===== src/rtl/optb_pkg.sv =====
// Shared types and constants for the one-shot/periodic timer bank.
// Holds command and mode codes, the transaction payload structs and the
// controller/datapath command and status structs. No dependencies.
`default_nettype none

package optb_pkg;

  // Slot field is 3 bits wide, so at most eight slots are addressable
  localparam int unsigned MaxSlots        = 8;
  localparam int unsigned NumSlotsDefault = 8;
  localparam int unsigned SlotW           = 3;
  localparam int unsigned DelayW          = 32;

  typedef enum logic [1:0] {
    CMD_START = 2'd0,
    CMD_STOP  = 2'd1,
    CMD_TICK  = 2'd2,
    CMD_POLL  = 2'd3
  } cmd_t;

  typedef enum logic [1:0] {
    MODE_STOPPED = 2'd0,
    MODE_SINGLE  = 2'd1,
    MODE_LOOP    = 2'd2
  } slot_mode_t;

  typedef struct packed {
    cmd_t              command;
    logic [SlotW-1:0]  slot;
    logic              mode;
    logic [DelayW-1:0] delay_ms;
  } in_t;

  typedef struct packed {
    logic             fired;
    logic [SlotW-1:0] fired_slot;
    logic             last;
  } out_t;

  // Controller to datapath commands
  typedef struct packed {
    logic exec_setup;  // apply a start or stop transaction
    logic walk_start;  // rewind the list walk
    logic tick_step;   // decrement one listed countdown
    logic poll_step;   // examine one listed slot for expiry
    logic flush_step;  // emit the final result of a poll
  } dp_ctl_t;

  // Datapath to controller status
  typedef struct packed {
    logic list_empty;
    logic walk_last;
    logic out_free;
  } dp_stat_t;

endpackage

`default_nettype wire


===== src/rtl/oneshot_periodic_timer_bank.sv =====
// Bank of software timer slots, each stopped, one-shot or periodic. A start or
// stop transaction is applied as soon as it is accepted. A tick walks the
// insertion-order list one slot per cycle through a single countdown
// decrementer. A poll walks the list the same way and then emits its final
// result; each fired slot leaves through a one-entry output register, and a
// stalled output holds the walk. A poll gives one result per fired slot in list
// order, last set on the final one, or a single result with fired clear if
// nothing expired. Start and stop on a slot at or beyond NUM_SLOTS are dropped.
// Depends on optb_pkg.
`default_nettype none

module oneshot_periodic_timer_bank #(
  parameter int unsigned NUM_SLOTS = optb_pkg::NumSlotsDefault
) (
  input  wire logic           clk,
  input  wire logic           rst,
  input  wire logic           in_valid,
  output logic                in_ready,
  input  wire optb_pkg::in_t  in_item,
  output logic                out_valid,
  input  wire logic           out_ready,
  output optb_pkg::out_t      out_item
);
  import optb_pkg::*;

  dp_ctl_t  ctl;
  dp_stat_t stat;

  // Sequence transactions
  optb_ctrl u_ctrl (
    .clk      (clk),
    .rst      (rst),
    .in_valid (in_valid),
    .in_ready (in_ready),
    .command  (in_item.command),
    .stat     (stat),
    .ctl      (ctl)
  );

  // Hold slot state and the result register
  optb_dp #(
    .NUM_SLOTS (NUM_SLOTS)
  ) u_dp (
    .clk       (clk),
    .rst       (rst),
    .in_item   (in_item),
    .ctl       (ctl),
    .stat      (stat),
    .out_valid (out_valid),
    .out_ready (out_ready),
    .out_item  (out_item)
  );

endmodule

`default_nettype wire


===== src/rtl/optb_ctrl.sv =====
// Controller state machine of the timer bank.
// Sequences start/stop, tick walks, poll walks and the final poll result.
// Depends on optb_pkg.
`default_nettype none

module optb_ctrl (
  input  wire logic              clk,
  input  wire logic              rst,
  input  wire logic              in_valid,
  output logic                   in_ready,
  input  wire optb_pkg::cmd_t    command,
  input  wire optb_pkg::dp_stat_t stat,
  output optb_pkg::dp_ctl_t      ctl
);
  import optb_pkg::*;

  typedef enum logic [3:0] {
    ST_IDLE  = 4'b0001,
    ST_TICK  = 4'b0010,
    ST_POLL  = 4'b0100,
    ST_FLUSH = 4'b1000
  } state_t;

  state_t state;
  state_t state_next;
  logic   accept;

  assign in_ready = (state == ST_IDLE);
  assign accept   = in_valid && in_ready;

  // Decode the transaction and step the walk
  always_comb begin
    state_next = state;
    ctl        = '0;
    unique case (state)
      ST_IDLE: begin
        if (accept) begin
          unique case (command) inside
            CMD_START, CMD_STOP: begin
              ctl.exec_setup = 1'b1;
            end
            CMD_TICK: begin
              ctl.walk_start = 1'b1;
              if (!stat.list_empty) state_next = ST_TICK;
            end
            CMD_POLL: begin
              ctl.walk_start = 1'b1;
              state_next     = stat.list_empty ? ST_FLUSH : ST_POLL;
            end
            default: state_next = ST_IDLE;
          endcase
        end
      end
      ST_TICK: begin
        ctl.tick_step = 1'b1;
        if (stat.walk_last) state_next = ST_IDLE;
      end
      ST_POLL: begin
        // Hold the walk while the output register is occupied
        if (stat.out_free) begin
          ctl.poll_step = 1'b1;
          if (stat.walk_last) state_next = ST_FLUSH;
        end
      end
      ST_FLUSH: begin
        if (stat.out_free) begin
          ctl.flush_step = 1'b1;
          state_next     = ST_IDLE;
        end
      end
      default: state_next = ST_IDLE;
    endcase
  end

  always_ff @(posedge clk) begin
    if (rst) begin
      state <= ST_IDLE;
    end else begin
      state <= state_next;
    end
  end

endmodule

`default_nettype wire


===== src/rtl/optb_dp.sv =====
// Datapath of the timer bank: slot registers, insertion-order list,
// walk index, pending result and output register.
// Depends on optb_pkg.
`default_nettype none

module optb_dp #(
  parameter int unsigned NUM_SLOTS = optb_pkg::NumSlotsDefault
) (
  input  wire logic                clk,
  input  wire logic                rst,
  input  wire optb_pkg::in_t       in_item,
  input  wire optb_pkg::dp_ctl_t   ctl,
  output optb_pkg::dp_stat_t       stat,
  output logic                     out_valid,
  input  wire logic                out_ready,
  output optb_pkg::out_t           out_item
);
  import optb_pkg::*;

  // Slots beyond the reach of the slot field can never be started
  localparam int unsigned Depth = (NUM_SLOTS < MaxSlots) ? NUM_SLOTS : MaxSlots;
  localparam int unsigned IdxW  = (Depth > 1) ? $clog2(Depth) : 1;
  localparam int unsigned LenW  = $clog2(Depth + 1);
  localparam int unsigned CmpW  = SlotW + 1;

  slot_mode_t        slot_mode     [Depth];
  logic [DelayW-1:0] reload_value  [Depth];
  logic [DelayW-1:0] countdown     [Depth];
  logic [IdxW-1:0]   service_order [Depth];
  logic [Depth-1:0]  queued_flag;
  logic [LenW-1:0]   queue_length;
  logic [IdxW-1:0]   walk_idx;
  logic              pend_valid;
  logic [IdxW-1:0]   pend_slot;

  logic              slot_ok;
  logic [IdxW-1:0]   sidx;
  logic [DelayW-1:0] delay_p1;
  logic [IdxW-1:0]   cur;
  logic [DelayW-1:0] cur_cd;
  slot_mode_t        cur_mode;
  logic              cur_fires;
  logic              out_free;

  // Decode the start/stop target
  assign slot_ok  = (CmpW'(in_item.slot) < CmpW'(Depth));
  assign sidx     = in_item.slot[IdxW-1:0];
  assign delay_p1 = in_item.delay_ms + DelayW'(1);

  // Look up the slot under the walk
  assign cur       = service_order[walk_idx];
  assign cur_cd    = countdown[cur];
  assign cur_mode  = slot_mode[cur];
  assign cur_fires = (cur_mode != MODE_STOPPED) && (cur_cd <= DelayW'(1));

  assign out_free        = !out_valid || out_ready;
  assign stat.list_empty = (queue_length == '0);
  assign stat.walk_last  = (LenW'(walk_idx) == queue_length - 1'b1);
  assign stat.out_free   = out_free;

  // Slot state, list and walk; reload and countdown are only read after a write
  always_ff @(posedge clk) begin
    if (rst) begin
      for (int i = 0; i < Depth; i++) begin
        slot_mode[i] <= MODE_STOPPED;
      end
      queued_flag  <= '0;
      queue_length <= '0;
      walk_idx     <= '0;
      pend_valid   <= 1'b0;
    end else begin
      if (ctl.exec_setup && slot_ok) begin
        if (in_item.command == CMD_START) begin
          slot_mode[sidx]    <= in_item.mode ? MODE_LOOP : MODE_SINGLE;
          reload_value[sidx] <= delay_p1;
          countdown[sidx]    <= delay_p1;
          // Append on first start only
          if (!queued_flag[sidx] && (queue_length < LenW'(Depth))) begin
            service_order[queue_length[IdxW-1:0]] <= sidx;
            queue_length      <= queue_length + 1'b1;
            queued_flag[sidx] <= 1'b1;
          end
        end else begin
          slot_mode[sidx] <= MODE_STOPPED;
          countdown[sidx] <= DelayW'(1);
        end
      end

      if (ctl.walk_start) begin
        walk_idx <= '0;
      end

      // Tick: count down, saturating at one
      if (ctl.tick_step) begin
        if (cur_cd > DelayW'(1)) countdown[cur] <= cur_cd - DelayW'(1);
        walk_idx <= walk_idx + 1'b1;
      end

      // Poll: fire, then stop or reload
      if (ctl.poll_step) begin
        if (cur_fires) begin
          if (cur_mode == MODE_SINGLE) begin
            slot_mode[cur] <= MODE_STOPPED;
          end else begin
            countdown[cur] <= reload_value[cur];
          end
          pend_valid <= 1'b1;
          pend_slot  <= cur;
        end
        walk_idx <= walk_idx + 1'b1;
      end

      if (ctl.flush_step) begin
        pend_valid <= 1'b0;
      end
    end
  end

  // Output register: a fired slot is held back until the next one shows
  // whether it was the final result of the poll
  always_ff @(posedge clk) begin
    if (rst) begin
      out_valid <= 1'b0;
    end else begin
      if (out_valid && out_ready) out_valid <= 1'b0;
      if (ctl.poll_step && cur_fires && pend_valid) begin
        out_valid           <= 1'b1;
        out_item.fired      <= 1'b1;
        out_item.fired_slot <= SlotW'(pend_slot);
        out_item.last       <= 1'b0;
      end
      if (ctl.flush_step) begin
        out_valid           <= 1'b1;
        out_item.fired      <= pend_valid;
        out_item.fired_slot <= pend_valid ? SlotW'(pend_slot) : '0;
        out_item.last       <= 1'b1;
      end
    end
  end

  // List never grows past the slot count
  a_len_bound: assert property (@(posedge clk) disable iff (rst)
    queue_length <= LenW'(Depth))
    else $error("service list longer than slot count");

  // List never shrinks
  a_len_mono: assert property (@(posedge clk) disable iff (rst)
    1'b1 |=> queue_length >= $past(queue_length))
    else $error("service list shrank");

  // An empty poll result is always the final one and names slot zero
  a_empty_res: assert property (@(posedge clk) disable iff (rst)
    (out_valid && !out_item.fired) |-> (out_item.last && out_item.fired_slot == '0))
    else $error("empty poll result malformed");

  // The walk never runs on an empty list
  a_walk_list: assert property (@(posedge clk) disable iff (rst)
    (ctl.tick_step || ctl.poll_step) |-> (queue_length != '0))
    else $error("walk step on empty list");

endmodule

`default_nettype wire

===== config.mk =====
export PLATFORM = sky130hd
export DESIGN_NAME = oneshot_periodic_timer_bank
export DESIGN_NICKNAME = d
export VERILOG_FILES = /design/src/rtl/optb_pkg.sv /design/src/rtl/oneshot_periodic_timer_bank.sv /design/src/rtl/optb_ctrl.sv /design/src/rtl/optb_dp.sv
export SDC_FILE = /design/constraint.sdc
export NUM_CORES = 1
export LEC_CHECK = 0
export BUFFER_PORTS_ARGS = -buffer_cell sky130_fd_sc_hd__buf_2
export CAP_MARGIN = 10
export CORE_MARGIN = 8
export CORE_UTILIZATION = 45
export DETAILED_ROUTE_END_ITERATION = 10
export PLACE_DENSITY = 0.69
export SLEW_MARGIN = 20
export SYNTH_ARGS = -nofsm -noshare
export SYNTH_HDL_FRONTEND = slang
export SYNTH_SLANG_ARGS = --single-unit

===== constraint.sdc =====
create_clock -name clk -period 18.3 [get_ports clk]
set_input_delay 1.83 -clock clk [delete_from_list [all_inputs] [get_ports clk]]
set_output_delay 1.83 -clock clk [all_outputs]
set_load 0.05 [all_outputs]

==> summary.md, run 1 <==
| Metric | Value |
|---|---|
| Outcome | finished clean |
| CP Capture Type | flop |
| Post-Synthesis Cells | 1958 |
| Hold Crit Depth | 2 |
| Ant diodes | 0 |
| Hold Crit Class | reg -> reg |
| Netlist cell types | 70 |
| GPL Wtd Cong | 0.8114 |
| Iter 0 DRT Violations | 1594 |
| Internal power | 2228 uW |
| Initial core utilization | 45.36% |
| Slew headroom | 22.54% |
| Post-route ant nets | 0 |
| Worst path depth | 13 |
| Synth Cell Area | 0.02548 mm2 |
| CTS tree | done |
| Final Skew | 0.02334 ns |
| Setup CP Type | reg -> reg |
| Synthesized area per cell | 13.01 um2 |
| Cell Chain, Critical Path | mux2i_1, mux4_4, inv_6, buf_4, mux2i_1, mux2i_1, mux2i_1, nand4_1, nor4_2, and4_1, o21ai_1, o32ai_4, buf_4 |
| R2r worst-path depth | 13 |
| Max Freq | 0.1283 GHz |
| Crit path time final | 7.795 ns |
| WL final | 60.81 mm |
| Critical path fanouts, max | 79 |
| Sequential element share of the synthesized area | 67.89% |
| Detail-routed via count per cell | 5.726 |
| Unrepaired setup endpoints after global routing | no |
| Layout cells sized above 1 | 10.35% |
| Worst endpoint required time | 18.57 ns |
| Total global-route track usage | 18.48% |
| Crit start category | flop |
| Routed len/inst | 21.83 um |
| Cts hold-fix bufs | 0 |
| HPWL after detailed placement | 36.41 mm |
| Final cell count without fillers | 2785 |
| Clock Tree Root | clkbuf_16 |
| Die Area | 0.06448 mm2 |
| Pwr/cell area | 101.7 mW/mm2 |
| Iteration count of the initial detailed-routing pass | 6 |
| YS warnings | 0 |
| Core Rows | 87 |
| Worst stage delay on the critical path | 0.91 ns |
| TNS Setup | 0 ns |
| Worst VDD drop | 0.08195 mV |
| Nets@finish | 2033 |
| Vias | 15.95k |
| Max Cap Violations | 0 |
| Critical path arrival | 8.06 ns |
| Die Width | 253.9 um |
| Worst path bufs/invs | 3 |
| Sequential Power Share | 51.9% |
| Vias in the first global route | 15.52k |
| Num ports | 49 |
| Synthesized flop and latch total | 584 |
| Comb pwr share | 8.0% |
| Post-synth ARST share | 0% |
| Max Root-Sink Buffers | 3 |
| Worst path slowest cell | buf_4 |
| Switching share of power | 23.02% |
| Number of clock sinks | 584 |
| DRC | 0 |
| Layout overhead on the synthesized area | 11.67% |
| Clock transition at path regs | 0.06 ns |
| H-tree depth | 2 |
| Final setup viols | 0 |
| Post-CTS setup buffer count | 0 |
| CP most frequent cell | mux2i_1 |
| First-pass GRT wire length | 92.03 mm |
| Die Y | 253.9 um |
| Psw | 666.3 uW |
| Initial antenna violation count | 0 |
| Port Buffer Count | 48 |
| Clock power frac | 40.1% |
| Core Area | 0.05617 mm2 |
| Cts bufs inserted | 56 |
| Final Cycle Share | 42.59% |
| Placed insts | 2682 |
| Hold Vio Cnt, Final | 0 |
| Cts repair resizes | 0 |
| Largest net degree at the start of global routing | 96 |
| Post-synth net total | 2007 |
| Top FF cell, synth | edfxtp_1 |
| Fin. max-slew vios | 0 |
| Worst-Margin Slew | 1.154 ns |
| CP delay by family, top | buffers and inverters |
| Static Leak | 0.009897 uW |
| Grt total ovfl | 0 |
| Fin Hold WS | 0.4693 ns |
| Clk_lat worst skew | 0.62 ns |
| Number of synthesized flops with an enable pin | 560 |
==> layout make-up <==
| type | count | area (um2) |
|---|---|---|
| Clock buffer | 71 | 1519 |
| Clock inverter | 32 | 322.8 |
| Fill cell | 4771 | 27720 |
| Inverter | 29 | 118.9 |
| Multi-Input combinational cell | 1234 | 7772 |
| Sequential cell | 584 | 17300 |
| Tap cell | 756 | 945.9 |
| Timing Repair Buffer | 79 | 473.0 |
==> cells by family (layout without fill, tap and decap cells) <==
| group | Yosys count | count (layout) | share of synthesized area [%] |
|---|---|---|---|
| multiplexers | 219 | 219 | 8.850 |
| buffers and inverters | 140 | 211 | 2.426 |
| flip-flops | 584 | 584 | 67.89 |
| adder cells (fa/ha/maj) | 7 | 7 | 0.3438 |
| XOR/XNOR | 66 | 66 | 2.269 |
| AO/OA/AOI/OAI | 191 | 191 | 4.965 |
| AND/OR/NAND/NOR | 751 | 751 | 13.25 |
==> flip-flops by register name (all words and copies together) (netlist names), named ones only <==
register / flops
u_dp.countdown: 256
u_dp.reload_value: 256
u_dp.service_order: 24
u_dp.slot_mode: 16
u_dp.queued_flag: 8
u_dp.out_item: 5
u_ctrl.state: 4
u_dp.queue_length: 4
u_dp.pend_slot: 3
u_dp.walk_idx: 3
u_dp.out_valid: 1
u_dp.pend_valid: 1
==> synthesized netlist by cell type (16+ instances only) <==
| cell type | number | area (um2) |
|---|---|---|
| buf_2 | 23 | 115.1 |
| nand2b_1 | 16 | 100.1 |
| xor2_1 | 28 | 245.2 |
| xnor2_1 | 38 | 332.8 |
| o211ai_1 | 28 | 210.2 |
| a211oi_1 | 19 | 142.6 |
| nand4_1 | 21 | 131.4 |
| mux2i_1 | 209 | 2092 |
| clkbuf_1 | 54 | 202.7 |
| nand3_1 | 148 | 740.7 |
| nor2_1 | 202 | 758.2 |
| edfxtp_1 | 560 | 16820 |
| a31oi_1 | 20 | 125.1 |
| nand2_1 | 283 | 1062 |
| and3_1 | 16 | 100.1 |
| nor3_1 | 16 | 80.08 |
| inv_1 | 26 | 97.59 |
| dfxtp_1 | 24 | 480.5 |
| a21oi_1 | 24 | 120.1 |
| buf_1 | 19 | 71.32 |
| o21ai_0 | 42 | 210.2 |
==> stage by stage <==
| stage | total power, uW | instance area (um2) | util [%] | setup slack, ns |
|---|---|---|---|---|
| after floorplan | 1679 | 25480 | - | 10.89 |
| after global routing | 2974 | 28450 | 50.65 | 10.03 |
| after global placement | 1750 | 26590 | 47.34 | 10.68 |
| after detailed placement | 1757 | 26590 | 47.34 | 10.51 |
| final | 2894 | 28450 | 50.65 | 10.51 |
| after CTS | 2904 | 28430 | 50.62 | 10.49 |
==> final timing paths <==
path | to | slack (ns) | start
worst max register to register | u_dp.countdown[5][3] | 10.51 | flop
worst min register to register | u_dp.queued_flag[1] | 0.47 | u_dp.queued_flag[1]
worst max-delay path | u_dp.countdown[5][3] | 10.51 | flop
worst min-delay path | u_dp.queued_flag[1] | 0.47 | u_dp.queued_flag[1]
==> layer usage <==
metal	vias to the layer above	track usage [%]	routed length (um)
met5	-	0	0
met4	0	5.883	1592
met3	104	3.088	4929
met2	669	29.49	28290
met1	7885	25.72	25990
li1	7288	-	-
==> power by group through the flow <==
| stage | registers, uW | clock network, uW | logic [uW] |
|---|---|---|---|
| floorplan | 1530 | 0 | 149 |
| global placement | 1530 | 0 | 222 |
| detailed placement | 1530 | 0 | 228 |
| CTS | 1500 | 1170 | 229 |
| global route | 1500 | 1220 | 249 |
| finish | 1500 | 1160 | 231 |
==> worst register-to-register path: cells and delay by family (launching register included) <==
| family | cells | cell delay [ns] |
|---|---|---|
| simple gates | 3 | 1.63 |
| flops | 1 | 0.59 |
| compound gates | 2 | 1.22 |
| mux | 5 | 1.84 |
| buf+inv | 3 | 2.16 |
==> cell usage in the layout, fill, tap and decap left out, drive strengths merged, types with 4 or more instances in the layout <==
cell type,instances
o211ai,28
inv,31
nor2b,5
o22ai,7
and3,16
nand2b,16
nand3,148
a21oi,24
nor2,202
a311oi,6
ha,7
or3,5
edfxtp,560
and2,5
buf,79
a21boi,4
clkbuf,71
nand4,22
nor4,15
dfxtp,24
clkinv,21
o32ai,4
xnor2,38
nand2,284
nor3,18
a211oi,19
mux2,4
a22oi,13
a31oi,20
xor2,28
o21ai,45
bufinv,6
mux2i,212
Power figures use the tool's default switching activity.
==> run 2, diff against run 1 <==
--- a/config.mk
+++ b/config.mk
@@ -10,7 +10,7 @@
 export CORE_MARGIN = 8
 export CORE_UTILIZATION = 45
 export DETAILED_ROUTE_END_ITERATION = 10
-export PLACE_DENSITY = 0.69
+export PLACE_DENSITY = 0.72
 export SLEW_MARGIN = 20
 export SYNTH_ARGS = -nofsm -noshare
 export SYNTH_HDL_FRONTEND = slang
==> constraint.sdc (replaced) <==
create_clock -name clk -period 6.4 [get_ports clk]
set_input_delay 0.64 -clock clk [delete_from_list [all_inputs] [get_ports clk]]
set_output_delay 0.64 -clock clk [all_outputs]
set_load 0.05 [all_outputs]
==> run 2 against run 1 <==
Net effect: maximum frequency rose by 32%; first-iteration DRC count fell by 7.1%; sequential share of layout area fell by 0.30 points; combinational power rose to 2.9 times the previous value; die area did not move; wire length fell by 2.7%; worst setup slack got worse by 10 ns; largest cell class unchanged.
==> summary.md, run 2 (synthesis results as in run 1) <==
| Metric | Value |
|---|---|
| Outcome | finished clean |
| Iteration count of the initial detailed-routing pass | 6 (unchanged) |
| Sequential Power Share | 52.7% (+0.8 points) |
| Initial antenna violation count | 0 (unchanged) |
| Layout Utilization | 50.90% (+0.25 points) |
| Final setup viols | 0 (unchanged) |
| Die Width | 253.9 um (unchanged) |
| Worst-Margin Slew | 1.131 ns (-0.02274 ns) |
| Slew headroom | 24.07% (+1.5 points) |
| DRC | 0 (unchanged) |
| Max Root-Sink Buffers | 3 (unchanged) |
| Clock Tree Root | clkbuf_16 |
| R2r worst-path depth | 14 (+1) |
| Detail-routed via count per cell | 5.737 (+0.21%) |
| Post-route ant nets | 0 (unchanged) |
| CTS tree | done |
| First-pass GRT wire length | 91.01 mm (-1.1%) |
| GPL Wtd Cong | 0.8278 (+2.0%) |
| Die Area | 0.06448 mm2 (unchanged) |
| Hold Vio Cnt, Final | 0 (unchanged) |
| Worst path slowest cell | mux4_4 |
| Cell Chain, Critical Path | mux2i_1, mux4_4, inv_6, buf_12, mux2i_1, mux2i_1, mux2i_1, nand4_1, nor4_2, a311oi_4, nor2_1, buf_4, nand3_1, o21ai_1 |
| Most frequent cells in the layout | edfxtp_1 (560), nand2_1 (283), mux2i_1 (209) |
| DRT met1 WL | 25.62 mm (-1.4%) |
| Static Leak | 0.009991 uW (+0.95%) |
| Unrepaired setup endpoints after global routing | no |
| Critical path fanouts, max | 35 (-56%) |
| HP Start | in_valid |
| Nets@finish | 2053 (+0.98%) |
| Number of clock sinks | 584 (unchanged) |
| H-tree depth | 2 (unchanged) |
| Met3 wire len | 4.230 mm (-14%) |
| Reg2Reg Setup Slack | 0.49 ns (-10.02 ns) |
| Psw | 1837 uW (+180%) |
| Largest net degree at the start of global routing | 154 (+60%) |
| WL final | 59.19 mm (-2.7%) |
| Ant diodes | 0 (unchanged) |
| Die Y | 253.9 um (unchanged) |
| Final Skew | 0.01656 ns (-0.006777 ns) |
| Pwr/cell area | 285.0 mW/mm2 (+180%) |
| Crit path time final | 5.912 ns (-1.883 ns) |
| Crit start category | flop |
| Final Cycle Share | 92.37% (+50 points) |
| Hold Crit Depth | 2 (unchanged) |
| Max Freq | 0.1691 GHz (+32%) |
| Port Buffer Count | 48 (unchanged) |
| Routed wl met2 | 27.80 mm (-1.7%) |
| Num ports | 49 (unchanged) |
| Worst VDD drop | 0.2255 mV (+180%) |
| Setup CP Type | reg -> reg |
| Commonest non-fill, non-tap cell in the layout | edfxtp_1 |
| Reg2Reg Capture Point | u_dp.countdown[2][30] |
| Clock power frac | 39.2% (-0.9 points) |
| Routed len/inst | 21.12 um (-3.3%) |
| Switching share of power | 22.54% (-0.48 points) |
| Fin. max-slew vios | 0 (unchanged) |
| Layout overhead on the synthesized area | 12.22% |
| Clock transition at path regs | 0.06 ns (about the same) |
| Cts bufs inserted | 54 (-3.6%) |
| Critical path arrival | 6.20 ns (-1.86 ns) |
| Hold Crit Class | in -> reg |
| Internal power | 6312 uW (+180%) |
| Worst endpoint required time | 6.69 ns (-11.88 ns) |
| Comb pwr share | 8.1% (about the same) |
| Layout cells sized above 1 | 10.85% (+0.50 points) |
| Iter 0 DRT Violations | 1481 (-7.1%) |
| TNS Setup | 0 ns (unchanged) |
| Cts hold-fix bufs | 0 (unchanged) |
| Core Rows | 87 (unchanged) |
| CP most frequent cell | mux2i_1 |
| Clk_lat worst skew | 0.60 ns (-0.02 ns) |
| Worst stage delay on the critical path | 0.72 ns (-0.19 ns) |
| Vias | 16.08k (+0.85%) |
| Top Metal Used | met4 |
| Vias in the first global route | 15.72k (+1.3%) |
| Max Cap Violations | 0 (unchanged) |
| CP Capture Type | flop |
| Grt total ovfl | 0 (unchanged) |
| Total global-route track usage | 18.15% (-0.33 points) |
| Core Area | 0.05617 mm2 (unchanged) |
| Initial core utilization | 45.36% (unchanged) |
| HPWL after detailed placement | 35.28 mm (-3.1%) |
[run 2: final cells by class]
cell class,instances,area (um2)
Clock buffer,74,1520
Clock inverter,25,239.0
Fill cell,4761,27580
Inverter,29,118.9
Multi-Input combinational cell,1234,7767
Sequential cell,584,17300
Tap cell,756,945.9
Timing Repair Buffer,101,700.7
[run 2: worst max path at each step]
stage / start / to / slack (ns) / depth (start not counted)
CTS: flop / u_dp.countdown[2][16] / 0.21 / 14
global route: flop / u_dp.countdown[3][30] / 0.17 / 14
detailed placement: flop / u_dp.countdown[2][16] / 0.22 / 14
finish: flop / u_dp.countdown[2][30] / 0.49 / 14
floorplan: flop / u_dp.countdown[2][0] / -0.31 / 19
global placement: flop / u_dp.countdown[3][11] / 0.44 / 14
[run 2: layer usage]
| layer | vias up | GRT usage (%) |
|---|---|---|
| met4 | 0 | 6.292 |
| met3 | 100 | 2.577 |
| met1 | 7978 | 24.76 |
| li1 | 7313 | - |
| met2 | 691 | 29.65 |
| met5 | - | 0 |
[run 2: worst max-delay path: cells and delay by family, from the launching register on]
kind	cells	cell delay, ns
and+or+nand+nor	4	1.55
muxes	5	1.74
AOI/OAI and AO/OA	2	0.73
buffers and inverters	3	0.96
DFF	1	0.58
[run 2: power groups by stage]
stage                     registers (uW)  logic, uW  clock network, uW
after CTS                           4290        653               3240
after detailed placement            4370        650                  0
final                               4290        660               3200
after floorplan                     4370        427                  0
after global placement              4370        632                  0
after global routing                4290        713               3380
[run 2: metrics by stage]
stage,std cells,setup slack [ns],total power [uW],area (um2),hold WS (ns)
6_report,2803,0.4881,8149,28590,0.3237
3_5_place_dp,2702,0.2200,5022,26800,0.4623
3_3_place_gp,2702,0.4358,5001,26800,0.4501
2_1_floorplan,1958,-0.3119,4802,25500,0.4334
4_1_cts,2801,0.2054,8187,28560,0.2860
5_1_grt,2803,0.1733,8386,28590,0.3119
[run 2: what timing repair did]
action / in CTS / in global routing
endpoints found under the setup margin: 0 / 136
gates resized for setup: 0 / 0
setup buffers: 0 / 2
==> run 3, diff against run 2 <==
--- a/config.mk
+++ b/config.mk
@@ -7,6 +7,7 @@
 export LEC_CHECK = 0
 export BUFFER_PORTS_ARGS = -buffer_cell sky130_fd_sc_hd__buf_2
 export CAP_MARGIN = 10
+export CORE_ASPECT_RATIO = 0.75
 export CORE_MARGIN = 8
 export CORE_UTILIZATION = 45
 export DETAILED_ROUTE_END_ITERATION = 10
==> run 3 against run 2 <==
Net effect: critical path depth grew 2; maximum frequency shrank 0.34%; clock power shrank 12%; global-route usage is essentially flat; non-clock buffer count is the same; power shrank 4.7%; critical path type unchanged; die area grew 0.12%; via count is essentially flat; hold slack gained 0.028 ns; utilization shrank 0.33 points; cell count shrank 1.1%; highest routed layer unchanged; sequential cell count is the same.
==> summary.md, run 3 (synthesis results as in run 1) <==
| Metric | Value |
|---|---|
| Outcome | finished clean |
| Sequential Area | 0.01730 mm2 (unchanged) |
| Slew headroom | 21.22% (-2.9 points) |
| Fill count | 4689 (-1.5%) |
| WL final | 60.40 mm (+2.0%) |
| Final Cycle Share | 92.69% (+0.32 points) |
| Commonest non-fill, non-tap cell in the layout | edfxtp_1 |
| Die Y | 222.1 um (-13%) |
| Critical path fanouts, max | 47 (+34%) |
| Most frequent cells in the layout | edfxtp_1 (560), nand2_1 (283), mux2i_1 (209) |
| Static Leak | 0.009850 uW (-1.4%) |
| Met3 usage | 3.812% (+1.2 points) |
| Core Area | 0.05593 mm2 (-0.43%) |
| Pwr/cell area | 274.6 mW/mm2 (-3.7%) |
| Cts hold-fix bufs | 0 (unchanged) |
| Detail-routed via count per cell | 5.805 (+1.2%) |
| Met2 usage | 28.34% (-1.3 points) |
| Largest net degree at the start of global routing | 79 (-49%) |
| Clock Tree Root | clkbuf_16 |
| GR Util met1 | 26.04% (+1.3 points) |
| Max Freq | 0.1686 GHz (-0.34%) |
| Internal power | 5953 uW (-5.7%) |
| Num ports | 49 (unchanged) |
| Worst endpoint required time | 6.68 ns (about the same) |
| Die Width | 290.7 um (+14%) |
| Vias in the first global route | 15.55k (-1.1%) |
| TNS Setup | 0 ns (unchanged) |
| Design Power | 7766 uW (-4.7%) |
| H-tree depth | 2 (unchanged) |
| Post-route ant nets | 0 (unchanged) |
| CP Capture Type | flop |
| Switching share of power | 23.35% (+0.81 points) |
| Grt total ovfl | 0 (unchanged) |
| Vias | 16.09k (+0.062%) |
| GRT Max-Usage Layer | met2 |
| HPWL after detailed placement | 37.28 mm (+5.7%) |
| Layout cells sized above 1 | 10.49% (-0.36 points) |
| Routed len/inst | 21.79 um (+3.2%) |
| Die Area | 0.06456 mm2 (+0.12%) |
| Sequential Power Share | 55.3% (+2.6 points) |
| Iteration count of the initial detailed-routing pass | 5 (-1) |
| Unrepaired setup endpoints after global routing | no |
| DRC | 0 (unchanged) |
| Final Skew | 0.02825 ns (+0.01169 ns) |
| Crit path time final | 5.932 ns (+0.02045 ns) |
| Psw | 1813 uW (-1.3%) |
| Hold Vio Cnt, Final | 0 (unchanged) |
| Core Rows | 75 (-14%) |
| Max Cap Violations | 0 (unchanged) |
| Cts bufs inserted | 50 (-7.4%) |
| Iter 0 DRT Violations | 1809 (+22%) |
| Total global-route track usage | 18.18% (+0.024 points) |
| Port Buffer Count | 48 (unchanged) |
| Nets@finish | 2049 (-0.19%) |
| GPL Wtd Cong | 0.8841 (+6.8%) |
| Clock power frac | 36.3% (-2.9 points) |
| Max Root-Sink Buffers | 3 (unchanged) |
| Crit start category | flop |
| Final setup viols | 0 (unchanged) |
| Number of clock sinks | 584 (unchanged) |
| Layout overhead on the synthesized area | 11.01% |
| Ant diodes | 0 (unchanged) |
| Cts repair resizes | 0 (unchanged) |
| Worst VDD drop | 0.2554 mV (+13%) |
| CTS tree | done |
| Worst-Margin Slew | 1.173 ns (+0.04249 ns) |
| Comb pwr share | 8.5% (+0.4 points) |
| Setup CP Type | reg -> reg |
| Critical path arrival | 6.21 ns (about the same) |
| Fin. max-slew vios | 0 (unchanged) |
| Hold Crit Class | in -> reg |
| Multi-input gate area | 0.007767 mm2 (unchanged) |
| Initial antenna violation count | 0 (unchanged) |
| First-pass GRT wire length | 92.71 mm (+1.9%) |
| Initial core utilization | 45.55% (+0.19 points) |
| Clk_lat worst skew | 0.58 ns (-0.02 ns) |
| Clock transition at path regs | 0.07 ns (about the same) |
| Post-CTS setup buffer count | 0 (unchanged) |
-- run 3: cell count changes in the layout (fill, tap and decap cells not counted), moves of 2 or more --
cell / change
clkinv_1: -2
bufinv_16: -5
clkbuf_16: -6
clkinvlp_4: +2
clkbuf_1: +4
clkinv_2: +2
-- run 3: worst paths after layout --
path         depth (start not counted)                    to  slack, ns                 from
max                                 16  u_dp.countdown[3][5]       0.47                 flop
min                                  2      u_dp.walk_idx[2]       0.35             in_valid
max reg2reg                         16  u_dp.countdown[3][5]       0.47                 flop
min reg2reg                          2   u_dp.queued_flag[1]       0.46  u_dp.queued_flag[1]
-- run 3: layout make-up --
cell class	count	area share (%)
Timing Repair Buffer	101	2.478
Sequential cell	584	61.16
Clock inverter	22	0.3893
Clock buffer	71	4.849
Inverter	29	0.4203
Tap cell	731	3.234
Multi-Input combinational cell	1234	27.47
-- run 3: critical path: stages, from the launching register on --
cell and delay (ns):
dfxtp_1 0.59, mux2i_1 0.16, mux4_4 0.66, inv_6 0.45
buf_12 0.31, buf_4 0.29, mux2i_1 0.25, mux2i_1 0.10
mux2i_1 0.27, nand4_1 0.24, nor4_2 0.45, nand4_2 0.32
nor3b_4 0.43, buf_12 0.23, buf_4 0.22, a211oi_1 0.06
a31oi_1 0.50
-- run 3: metrics by stage --
step	utilization (%)	area [um2]	setup slack (ns)	cells	hold WS (ns)
4_1_cts	50.56	28280	0.4522	2772	0.3212
3_5_place_dp	47.92	26800	0.4660	2679	0.4536
6_report	50.56	28280	0.4676	2772	0.3520
3_3_place_gp	47.92	26800	0.6036	2679	0.4469
5_1_grt	50.56	28280	0.04065	2772	0.3352
2_1_floorplan	-	25500	-0.3119	1958	0.4334
-- run 3: per-layer routing --
layer,wire length [um],share of wire [%]
met5,0,0
met4,1178,2.0
met3,5364,8.9
met2,27470,45
met1,26390,44
-- run 3: power groups by stage --
stage | clock network [uW] | registers, uW | logic, uW
after floorplan | 0 | 4370 | 427
after global placement | 0 | 4370 | 636
after detailed placement | 0 | 4370 | 652
after CTS | 2850 | 4290 | 655
after global routing | 3010 | 4290 | 713
final | 2820 | 4290 | 658
